<file path="src/rtl/core/dks_pkg.sv">
`default_nettype none
package dks_pkg;

    localparam int NUM_KEYS = 5;

    localparam int KEY_LEFT  = 0;
    localparam int KEY_RIGHT = 1;
    localparam int KEY_UP    = 2;
    localparam int KEY_DOWN  = 3;
    localparam int KEY_MID   = 4;

    localparam logic [7:0] DEBOUNCE_RESET = 8'd40;

    localparam logic [6:0] MS_LAST     = 7'd99;
    localparam logic [3:0] TENTH_LAST  = 4'd9;
    localparam logic [5:0] SECOND_LAST = 6'd59;
    localparam logic [6:0] MINUTE_LAST = 7'd99;

    localparam logic [1:0] PRESET_RESET = 2'd1;
    localparam logic [1:0] PRESET_0     = 2'd0;
    localparam logic [1:0] PRESET_1     = 2'd1;
    localparam logic [1:0] PRESET_2     = 2'd2;
    localparam logic [1:0] PRESET_3     = 2'd3;

    localparam logic [4:0] REDRAW_MASK = 5'b01011;

    typedef struct packed {
        logic [6:0] minutes;
        logic [5:0] seconds;
        logic [3:0] tenths;
        logic       running;
        logic       theme_red;
        logic [1:0] offset_index;
        logic [5:0] offset_x;
        logic [6:0] offset_y;
        logic       redraw_ui;
        logic [4:0] press_mask;
    } t_result;

    function automatic logic [5:0] gap_x(input logic [1:0] idx);
        logic [5:0] v;
        v = 6'd0;
        case (idx)
            PRESET_1: v = 6'd35;
            default:  v = 6'd0;
        endcase
        return v;
    endfunction

    function automatic logic [6:0] gap_y(input logic [1:0] idx);
        logic [6:0] v;
        v = 7'd0;
        case (idx)
            PRESET_2: v = 7'd80;
            default:  v = 7'd0;
        endcase
        return v;
    endfunction

    function automatic logic [1:0] next_preset(input logic [1:0] idx);
        logic [1:0] v;
        v = PRESET_1;
        unique case (idx)
            PRESET_0: v = PRESET_1;
            PRESET_1: v = PRESET_2;
            PRESET_2: v = PRESET_0;
            PRESET_3: v = PRESET_1;
            default:  v = PRESET_1;
        endcase
        return v;
    endfunction

endpackage
`default_nettype wire

</file>
<file path="src/rtl/core/dks_lane.sv">
`default_nettype none
module dks_lane
    import dks_pkg::*;
#(
    parameter int COUNT_WIDTH = 8
) (
    input  wire logic       i_clk,
    input  wire logic       i_rst_n,
    input  wire logic       i_step,
    input  wire logic       i_level,
    input  wire logic [7:0] i_debounce,
    output logic            o_press
);

    localparam int CMP_W = (COUNT_WIDTH > 8) ? COUNT_WIDTH : 8;
    localparam logic [COUNT_WIDTH-1:0] COUNT_MAX = {COUNT_WIDTH{1'b1}};

    logic                   r_raw, n_raw;
    logic                   r_stable, n_stable;
    logic [COUNT_WIDTH-1:0] r_count, n_count;
    logic [CMP_W-1:0]       count_ext, deb_ext;

    always_comb begin
        n_raw   = r_raw;
        n_count = r_count;
        if (i_level != r_raw) begin
            n_raw   = i_level;
            n_count = '0;
        end else if (r_count != COUNT_MAX) begin
            n_count = r_count + 1'b1;
        end
        count_ext = CMP_W'(n_count);
        deb_ext   = CMP_W'(i_debounce);
        n_stable  = r_stable;
        o_press   = 1'b0;
        if (count_ext >= deb_ext && r_stable != i_level) begin
            n_stable = i_level;
            o_press  = ~i_level;
        end
    end

    always_ff @(posedge i_clk) begin
        if (!i_rst_n) begin
            r_raw    <= 1'b1;
            r_stable <= 1'b1;
            r_count  <= '0;
        end else if (i_step) begin
            r_raw    <= n_raw;
            r_stable <= n_stable;
            r_count  <= n_count;
        end
    end

endmodule
`default_nettype wire

</file>
<file path="src/rtl/core/dks_merge.sv">
`default_nettype none
module dks_merge
    import dks_pkg::*;
(
    input  wire logic                i_clk,
    input  wire logic                i_rst_n,
    input  wire logic                i_step,
    input  wire logic [NUM_KEYS-1:0] i_press,
    output t_result                  o_result
);

    logic [6:0] r_ms, n_ms;
    logic [3:0] r_tenth, n_tenth;
    logic [5:0] r_second, n_second;
    logic [6:0] r_minute, n_minute;
    logic       r_run, n_run;
    logic       r_red, n_red;
    logic [1:0] r_preset, n_preset;

    always_comb begin
        n_ms     = r_ms;
        n_tenth  = r_tenth;
        n_second = r_second;
        n_minute = r_minute;
        n_run    = r_run;
        n_red    = r_red;
        n_preset = r_preset;
        // counter chain first, then the presses in key order
        if (r_run) begin
            if (r_ms != MS_LAST) begin
                n_ms = r_ms + 1'b1;
            end else begin
                n_ms = '0;
                if (r_tenth != TENTH_LAST) begin
                    n_tenth = r_tenth + 1'b1;
                end else begin
                    n_tenth = '0;
                    if (r_second != SECOND_LAST) begin
                        n_second = r_second + 1'b1;
                    end else begin
                        n_second = '0;
                        n_minute = (r_minute >= MINUTE_LAST) ? 7'd0 : r_minute + 1'b1;
                    end
                end
            end
        end
        if (i_press[KEY_LEFT]) begin
            n_red = 1'b0;
        end
        if (i_press[KEY_RIGHT]) begin
            n_red = 1'b1;
        end
        if (i_press[KEY_UP]) begin
            n_ms     = '0;
            n_tenth  = '0;
            n_second = '0;
            n_minute = '0;
        end
        if (i_press[KEY_DOWN]) begin
            n_preset = next_preset(r_preset);
        end
        if (i_press[KEY_MID]) begin
            n_run = ~r_run;
        end

        o_result.minutes      = n_minute;
        o_result.seconds      = n_second;
        o_result.tenths       = n_tenth;
        o_result.running      = n_run;
        o_result.theme_red    = n_red;
        o_result.offset_index = n_preset;
        o_result.offset_x     = gap_x(n_preset);
        o_result.offset_y     = gap_y(n_preset);
        o_result.redraw_ui    = |(i_press & REDRAW_MASK);
        o_result.press_mask   = i_press;
    end

    always_ff @(posedge i_clk) begin
        if (!i_rst_n) begin
            r_ms     <= '0;
            r_tenth  <= '0;
            r_second <= '0;
            r_minute <= '0;
            r_run    <= 1'b1;
            r_red    <= 1'b0;
            r_preset <= PRESET_RESET;
        end else if (i_step) begin
            r_ms     <= n_ms;
            r_tenth  <= n_tenth;
            r_second <= n_second;
            r_minute <= n_minute;
            r_run    <= n_run;
            r_red    <= n_red;
            r_preset <= n_preset;
        end
    end

endmodule
`default_nettype wire

</file>
<file path="src/rtl/core/debounced_key_stopwatch_top.sv">
// Debounced key stopwatch.
// Input channel: i_in_valid / o_in_stall carries one 1 ms tick with five raw
// active-low key levels. A transfer happens when i_in_valid is high and
// o_in_stall is low. Output channel: o_out_valid / i_out_stall carries one
// result per tick (time, run flag, theme, offset preset, presses).
// Configuration: i_cfg_valid / o_cfg_ready writes the debounce setting from
// i_cfg_data; o_cfg_ready is always high, write only while idle.
// Throughput: one tick per cycle while the receiver does not stall. The
// result is held in the output register from the cycle after its transfer.
// Five debounce lanes run in parallel on the keys of a tick, and the merge
// stage applies the presses to the counter chain in the same cycle.
// While the receiver stalls, the result holds and o_in_stall rises so no
// further tick is taken; a new tick is taken in the cycle the result leaves.
// Reset (i_rst_n low, synchronous) empties the output register, releases
// all keys, clears the time, sets running, white theme, preset one and a
// debounce setting of 40 ticks.
`default_nettype none
module debounced_key_stopwatch_top
    import dks_pkg::*;
#(
    parameter int COUNT_WIDTH = 8
) (
    input  wire logic       i_clk,
    input  wire logic       i_rst_n,
    input  wire logic       i_in_valid,
    output logic            o_in_stall,
    input  wire logic       i_key_left,
    input  wire logic       i_key_right,
    input  wire logic       i_key_up,
    input  wire logic       i_key_down,
    input  wire logic       i_key_mid,
    output logic            o_out_valid,
    input  wire logic       i_out_stall,
    output logic [6:0]      o_minutes,
    output logic [5:0]      o_seconds,
    output logic [3:0]      o_tenths,
    output logic            o_running,
    output logic            o_theme_red,
    output logic [1:0]      o_offset_index,
    output logic [5:0]      o_offset_x,
    output logic [6:0]      o_offset_y,
    output logic            o_redraw_ui,
    output logic [4:0]      o_press_mask,
    input  wire logic       i_cfg_valid,
    output logic            o_cfg_ready,
    input  wire logic [7:0] i_cfg_data
);

    logic [7:0]          r_debounce;
    logic                r_out_valid;
    t_result             r_result;
    t_result             merge_result;
    logic                step;
    logic [NUM_KEYS-1:0] levels;
    logic [NUM_KEYS-1:0] press;

    assign o_cfg_ready = 1'b1;
    assign o_in_stall  = r_out_valid & i_out_stall;
    assign step        = i_in_valid & ~o_in_stall;

    assign levels[KEY_LEFT]  = i_key_left;
    assign levels[KEY_RIGHT] = i_key_right;
    assign levels[KEY_UP]    = i_key_up;
    assign levels[KEY_DOWN]  = i_key_down;
    assign levels[KEY_MID]   = i_key_mid;

    for (genvar k = 0; k < NUM_KEYS; k++) begin : g_lane
        dks_lane #(
            .COUNT_WIDTH(COUNT_WIDTH)
        ) u_lane (
            .i_clk      (i_clk),
            .i_rst_n    (i_rst_n),
            .i_step     (step),
            .i_level    (levels[k]),
            .i_debounce (r_debounce),
            .o_press    (press[k])
        );
    end

    dks_merge u_merge (
        .i_clk    (i_clk),
        .i_rst_n  (i_rst_n),
        .i_step   (step),
        .i_press  (press),
        .o_result (merge_result)
    );

    always_ff @(posedge i_clk) begin
        if (!i_rst_n) begin
            r_debounce <= DEBOUNCE_RESET;
        end else if (i_cfg_valid) begin
            r_debounce <= i_cfg_data;
        end
    end

    always_ff @(posedge i_clk) begin
        if (!i_rst_n) begin
            r_out_valid <= 1'b0;
        end else if (step) begin
            r_out_valid <= 1'b1;
        end else if (!i_out_stall) begin
            r_out_valid <= 1'b0;
        end
    end

    always_ff @(posedge i_clk) begin
        if (step) begin
            r_result <= merge_result;
        end
    end

    assign o_out_valid    = r_out_valid;
    assign o_minutes      = r_result.minutes;
    assign o_seconds      = r_result.seconds;
    assign o_tenths       = r_result.tenths;
    assign o_running      = r_result.running;
    assign o_theme_red    = r_result.theme_red;
    assign o_offset_index = r_result.offset_index;
    assign o_offset_x     = r_result.offset_x;
    assign o_offset_y     = r_result.offset_y;
    assign o_redraw_ui    = r_result.redraw_ui;
    assign o_press_mask   = r_result.press_mask;

endmodule
`default_nettype wire

</file>
<file path="config.mk">
export PLATFORM = sky130hd
export DESIGN_NAME = debounced_key_stopwatch_top
export DESIGN_NICKNAME = d
export VERILOG_FILES = /design/src/rtl/core/dks_pkg.sv /design/src/rtl/core/dks_lane.sv /design/src/rtl/core/dks_merge.sv /design/src/rtl/core/debounced_key_stopwatch_top.sv
export SDC_FILE = /design/constraint.sdc
export NUM_CORES = 1
export LEC_CHECK = 0
export BUFFER_PORTS_ARGS = -buffer_cell sky130_fd_sc_hd__buf_2
export CAP_MARGIN = 20
export CORE_MARGIN = 2
export CORE_UTILIZATION = 30
export CTS_CLUSTER_SIZE = 16
export DETAILED_ROUTE_END_ITERATION = 6
export GPL_TIMING_DRIVEN = 0
export MAX_ROUTING_LAYER = met4
export SLEW_MARGIN = 40
export SYNTH_ARGS = -nofsm -noshare
export SYNTH_HDL_FRONTEND = slang
export SYNTH_SLANG_ARGS = --single-unit
</file>
<file path="constraint.sdc">
create_clock -name i_clk -period 5.8 [get_ports i_clk]
set_clock_uncertainty 0.1 [all_clocks]
set_input_delay 1.74 -clock i_clk [delete_from_list [all_inputs] [get_ports i_clk]]
set_output_delay 1.74 -clock i_clk [all_outputs]
set_load 0.01 [all_outputs]
</file>
; Word-level counts from Yosys, hierarchy flattened
; Index checks and enable logic that the tools add are counted.
[totals]
word_cells = 144
out_inout_bits = 43
ff_bits = 127
inputBits = 18
[classes]
order_cmp = 6
muxes = 42
eq_ne = 24
add_sub_neg = 9
reduce_logical = 20
bitwise_logic = 9
[op_table]
columns = cell, count
row1 = $mux W8, 10
row2 = $mux W7, 10
row3 = $add A8 B1 Y8 const B, 5
row4 = $ge A8 B8 Y1, 5
row5 = $ne A8 B8 Y1 const B, 5
row6 = $mux W6, 6
row7 = $reduce_and A2 Y1, 11
row8 = $mux W4, 4
row9 = $add A7 B1 Y7 const B, 2
row10 = $mux W1, 10
row11 = $ne A1 B1 Y1, 10
row12 = $ge A7 B7 Y1 const B, 1
row13 = $ne A7 B7 Y1 const B, 1
row14 = $not A1 Y1, 7
row15 = $add A6 B1 Y6 const B, 1
row16 = $eq A2 B2 Y1 const B, 3
row17 = $ne A6 B6 Y1 const B, 1
row18 = $pmux W2 S3, 1
row19 = $logic_and A1 B1 Y1, 5
row20 = $add A4 B1 Y4 const B, 1
row21 = $eq A2 B1 Y1 const B, 2
row22 = $ne A4 B4 Y1 const B, 1
row23 = $reduce_or A3 Y1, 1
row24 = $and A1 B1 Y1, 2
row25 = 5 further kinds, 5

; Depth between registers and ports, before layout
[depth]
word_depth = 9
ltp_mapped = 13
depth_no_buf = 13

; Modules after synthesis
; Synthesis repeated with hierarchy kept, for this count alone.
[hier_totals]
cells_unflattened = 871
hier_area_um2 = 7771.2
[by_module_without_submodules]
columns = module, area_per_inst_um2, instances, cells_per_inst, seq_area_each_um2
row1 = dks_lane (g_lane[1].u_lane ...), 853.3, 3, 106, 200.2
row2 = dks_merge, 2018.2, 1, 270, 560.5
row3 = dks_lane (g_lane[0].u_lane ...), 822.0, 2, 106, 200.2
row4 = debounced_key_stopwatch_top, 1549.0, 1, 71, 1381.3

; Worst setup path before layout
; No wires, ideal clock.
[synth_timing]
path_type = input port to flip-flop
start = input port i_key_down
end = register r_result (netlist bit o_offset_index[0]), data pin
arrival_time_ns = 3.964
stages = 9
setup_time_ns = 0.260
path_slack_ns = 1.477
t_required_ns = 5.440
path_buffers = 1
cell_sequence = clkbuf_1 -> xor2_1 -> nor2_1 -> ha_1 -> a21o_1 -> a211oi_1 -> o31a_1 -> nor3b_2 -> mux2_2
[synth_lines]
columns = element, line_no
row1 = "start, declared", debounced_key_stopwatch_top.sv:30  ; input wire logic i_key_down,
row2 = "end signal, assigned", debounced_key_stopwatch_top.sv:108  ; r_result <= merge_result;
row3 = "end, declared", debounced_key_stopwatch_top.sv:51  ; t_result r_result;

; Final worst setup path
[layout_timing]
start = input port i_key_up
end = register u_merge.r_minute[5]
[layout_between]
elab_chain_cells = 6
word_cells_on_any_way = 8
classes_between = 1 x order compare / 2 x eq/ne / 3 x mux / 1 x bitwise / 1 x reduce/logical
[layout_lines]
columns = element, line_no
row1 = "start, declared", debounced_key_stopwatch_top.sv:29  ; input wire logic i_key_up,
row2 = $ne A1 B1 Y1, dks_lane.sv:26  ; if (i_level != r_raw) begin
row3 = $mux W8, dks_lane.sv:26
row4 = net g_lane[2].u_lane.count_ext[7], dks_lane.sv:21  ; logic [CMP_W-1:0] count_ext, deb_ext;
row5 = $ge A8 B8 Y1, dks_lane.sv:36  ; if (count_ext >= deb_ext && r_stable != i_level) begin
row6 = $logic_and A1 B1 Y1, dks_lane.sv:36
row7 = $mux W1, dks_lane.sv:36
row8 = $mux W7, dks_merge.sv:53  ; if (i_press[KEY_UP]) begin
row9 = "end signal, assigned", dks_merge.sv:91  ; r_minute <= n_minute;
row10 = "end, declared", dks_merge.sv:15  ; logic [6:0] r_minute, n_minute;
; The timed path passes the listed nets, and every way through them passes these cells.
; A chain may end at the register's enable or synchronous reset.

==> results.py <==
metrics = {
    "worst_setup_path": {
        "endpoint": "u_merge.r_minute[5]",
        "start_kind": "input port",
        "path_class": "in2reg",
        "crit_start": "i_key_up",
        "required_ns": 6.07,
        "r2r-end": "u_merge.r_minute[5]",
        "end_kind": "register",
        "crit_arrival_ns": 5.02,
        "r2r_slack_ns": 1.82,
        "r2r_start": "g_lane[2].u_lane.r_count[0]",
        "crit_path_max_fanout": 10,
        "r2r_cells": 12,
    },
    "placed_design": {
        "hpwl_um": 13300,
        "io_buffers": 49,
        "dpl_worst_slack_ns": 0.708,
        "gp_congestion": 0.875,
    },
    "yosys": {
        "synthFlopType": "dfxtp_1",
        "yosysWarnings": 0,
        "synth_compound_area_share_pct": 16.6,
        "syn_inst": 806,
        "synth_fa_ha_area_share_pct": 8.71,
        "yosysUniqueCellTypes": 70,
        "muxShareOfSynthArea_pct": 3.61,
        "synth.most_common_cell": "nand2_1",
        "synthXorXnorAreaFrac_pct": 4.73,
        "synth-edff-count": 29,
        "ys_ff_latch": 116,
        "synth_top_family_by_area": "simple AND/OR/NAND/NOR gates",
        "async_flop_share_pct": 0,
        "synth_top_cell_by_area": "dfxtp_1",
        "syn_area_per_cell_um2": 8.73,
        "netlist_area_um2": 7040,
        "synth_top_area_share_pct": 24.7,
        "yosys.area_share.simple_pct": 24.9,
        "synth.area.top_cells": "dfxtp_1, edfxtp_1, ha_1, nand2_1, nor2_1",
        "synth_common_cells": "nand2_1, dfxtp_1, nor2_1, a21oi_1, ha_1",
        "synth_seq_area_share_pct": 37.1,
    },
    "route": {
        "routedWlPerCell_um": 15.7,
        "drc_errors": 0,
        "vias": 6164,
        "ant_nets": 0,
        "drt-pass1-iter-count": 5,
        "dr.first_iter.drc_count": 421,
        "drt-total-wl_um": 19100,
        "viasPerCell": 5.08,
    },
    "final_layout": {
        "diodes": 0,
        "area_growth_pct": 19.1,
        "final_nets": 949,
        "layout-drive-gt1-share_pct": 14.3,
    },
    "global_routing": {
        "grt_start_max_net_pins": 39,
        "grt_pass1_wl_um": 30200,
        "grt_antenna_before_repair": 0,
        "grt-ovfl-total": 0,
        "grt_use_total_pct": 16.2,
        "grt_pass1_vias": 5732,
    },
    "timing": {
        "tightest_slew_ns": 0.904,
        "timing.final.crit_period_ns": 4.76,
        "final.setup.worst_slack_ns": 1.04,
        "fmax_mhz": 210,
        "fin_crit_sh_pct": 82.0,
        "setup_tns_ns": 0,
        "maxSlewHeadroom_pct": 39.8,
        "drv_slew": 0,
        "hold_violations": 0,
        "grt_setup_unrepaired": "no",
        "setup_viol": 0,
    },
    "cts": {
        "cts-htree-levels": 4,
        "post_cts_buffers": 0,
        "cts_tree": "built",
        "hold_buffers": 0,
        "cts_root_buffer": "clkbuf_16",
        "clkLatencyLatePin_ns": 0.43,
        "max-clock-path-buffers": 2,
        "cts_inserted_buffers": 17,
        "cts.sinks": 116,
        "cts.clk_slew.worst_paths_ns": 0.06,
        "post_cts_resized": 0,
    },
    "power": {
        "p_sw_w": 0.000550,
        "irDropWorstVdd_uv": 125,
        "swShare_pct": 24.6,
        "p_per_area_nw_per_um2": 266,
        "leakagePower_nw": 3.38,
        "p_int_w": 0.00168,
        "pwr-share-seq_pct": 38.8,
        "pwr-share-comb_pct": 9.6,
        "clkPwrFrac_pct": 51.7,
    },
    "floorplanning": {
        "die_y_um": 157,
        "die_area_um2": 24700,
        "io_pins": 61,
        "start_util_pct": 30.3,
        "rows": 56,
        "die_x_um": 157,
        "core_um2": 23300,
    },
    "job": {
        "cap_violations": 0,
    },
    "run_status": {
        "status": "finished, final reports clean",
    },
    "min_path": {
        "hold_path.startpoint": "g_lane[2].u_lane.r_stable",
        "hold_class": "reg2reg",
    },
}
[kinds of logic (layout without fill, tap and decap cells)]
group,after synthesis,count (layout)
xor+xnor,38,38
buf+inv,65,147
fa+ha+maj,49,49
mux,25,25
compound gates,177,177
flops,116,116
other cells,2,9
simple gates,334,334
[stage by stage]
stage	area (µm²)	hold slack [ns]	util, %	instances	total power (W)
4_1_cts	8380	0.380	36.0	1214	0.00225
3_5_place_dp	7740	0.366	33.3	1182	0.00109
2_1_floorplan	7060	0.346	-	813	0.00102
3_3_place_gp	7710	0.364	33.1	1181	0.00109
6_report	8380	0.380	36.0	1214	0.00223
5_1_grt	8380	0.415	36.0	1214	0.00231
[worst min-delay path by stage]
stage / end / cells past startpoint / slack, ns
6_report: g_lane[2].u_lane.r_stable / 2 / 0.38
5_1_grt: g_lane[4].u_lane.r_count[6] / 2 / 0.41
2_1_floorplan: g_lane[2].u_lane.r_stable / 2 / 0.35
4_1_cts: g_lane[2].u_lane.r_stable / 2 / 0.38
3_3_place_gp: g_lane[2].u_lane.r_stable / 2 / 0.36
3_5_place_dp: g_lane[2].u_lane.r_stable / 2 / 0.37
[routing by layer]
layer	track usage [%]	routed length (µm)
met1	21.3	9340
met2	24.7	8420
met3	3.19	859
met4	6.23	480
met5	-	0
[state kept, by name, indices dropped and copies added, names as in the netlist]
name,count
u_merge.r_run,1
o_seconds,6
r_debounce,8
o_theme_red,1
o_offset_index,2
g_lane.u_lane.r_raw,5
o_offset_y,1
o_minutes,7
o_offset_x,1
o_redraw_ui,1
o_out_valid,1
o_running,1
u_merge.r_preset,2
u_merge.r_red,1
o_press_mask,5
u_merge.r_tenth,4
u_merge.r_second,6
u_merge.r_minute,7
o_tenths,4
u_merge.r_ms,7
g_lane.u_lane.r_count,40
g_lane.u_lane.r_stable,5
[power groups by stage]
stage | Combinational (W) | Sequential, W | Clock, W
5_1_grt | 0.000237 | 0.000868 | 0.00121
2_1_floorplan | 0.000131 | 0.000885 | 0
6_report | 0.000214 | 0.000865 | 0.00115
3_3_place_gp | 0.000206 | 0.000882 | 0
3_5_place_dp | 0.000211 | 0.000882 | 0
4_1_cts | 0.000212 | 0.000865 | 0.00117
[area by class of cell]
| cell class | instances | area (µm²) |
|---|---|---|
| plain buffers | 46 | 228 |
| clock buffers | 19 | 433 |
| clock inverters | 13 | 208 |
| fillers | 2411 | 14900 |
| inverters | 19 | 71.3 |
| multi-input cells | 632 | 4160 |
| flip-flops and latches | 116 | 2610 |
| well taps | 319 | 399 |
| repair buffers | 50 | 265 |
[worst max-delay path, cell delays in order]
cell and delay (ns):
buf_2 0.14, xor2_1 0.38, clkbuf_1 0.37, nor2_1 0.15, ha_1 0.34, and3_1 0.19
a211oi_2 0.32, a21oi_1 0.23, a21oi_1 0.62, nor4b_1 0.37, o31a_1 0.16
[cells in the final DEF, fill, tap and decap left out, drive strengths merged, types with 8 or more instances in the layout]
cell | Yosys | final
conb | 2 | 9
o21ai | 34 | 34
nand2 | 107 | 107
edfxtp | 29 | 29
o31a | 8 | 8
xnor2 | 14 | 14
ha | 49 | 49
a31oi | 11 | 11
nor2 | 80 | 80
a21o | 14 | 14
xor2 | 24 | 24
nor3 | 16 | 16
mux2i | 22 | 22
a21oi | 53 | 53
a211oi | 9 | 9
dfxtp | 87 | 87
inv | 19 | 19
nor2b | 8 | 8
nand4 | 19 | 19
nand3 | 32 | 32
clkbuf | 29 | 48
and4 | 9 | 9
nand2b | 12 | 12
buf | 17 | 67
o211ai | 8 | 8
No activity file was read; power rests on OpenSTA's default activity.
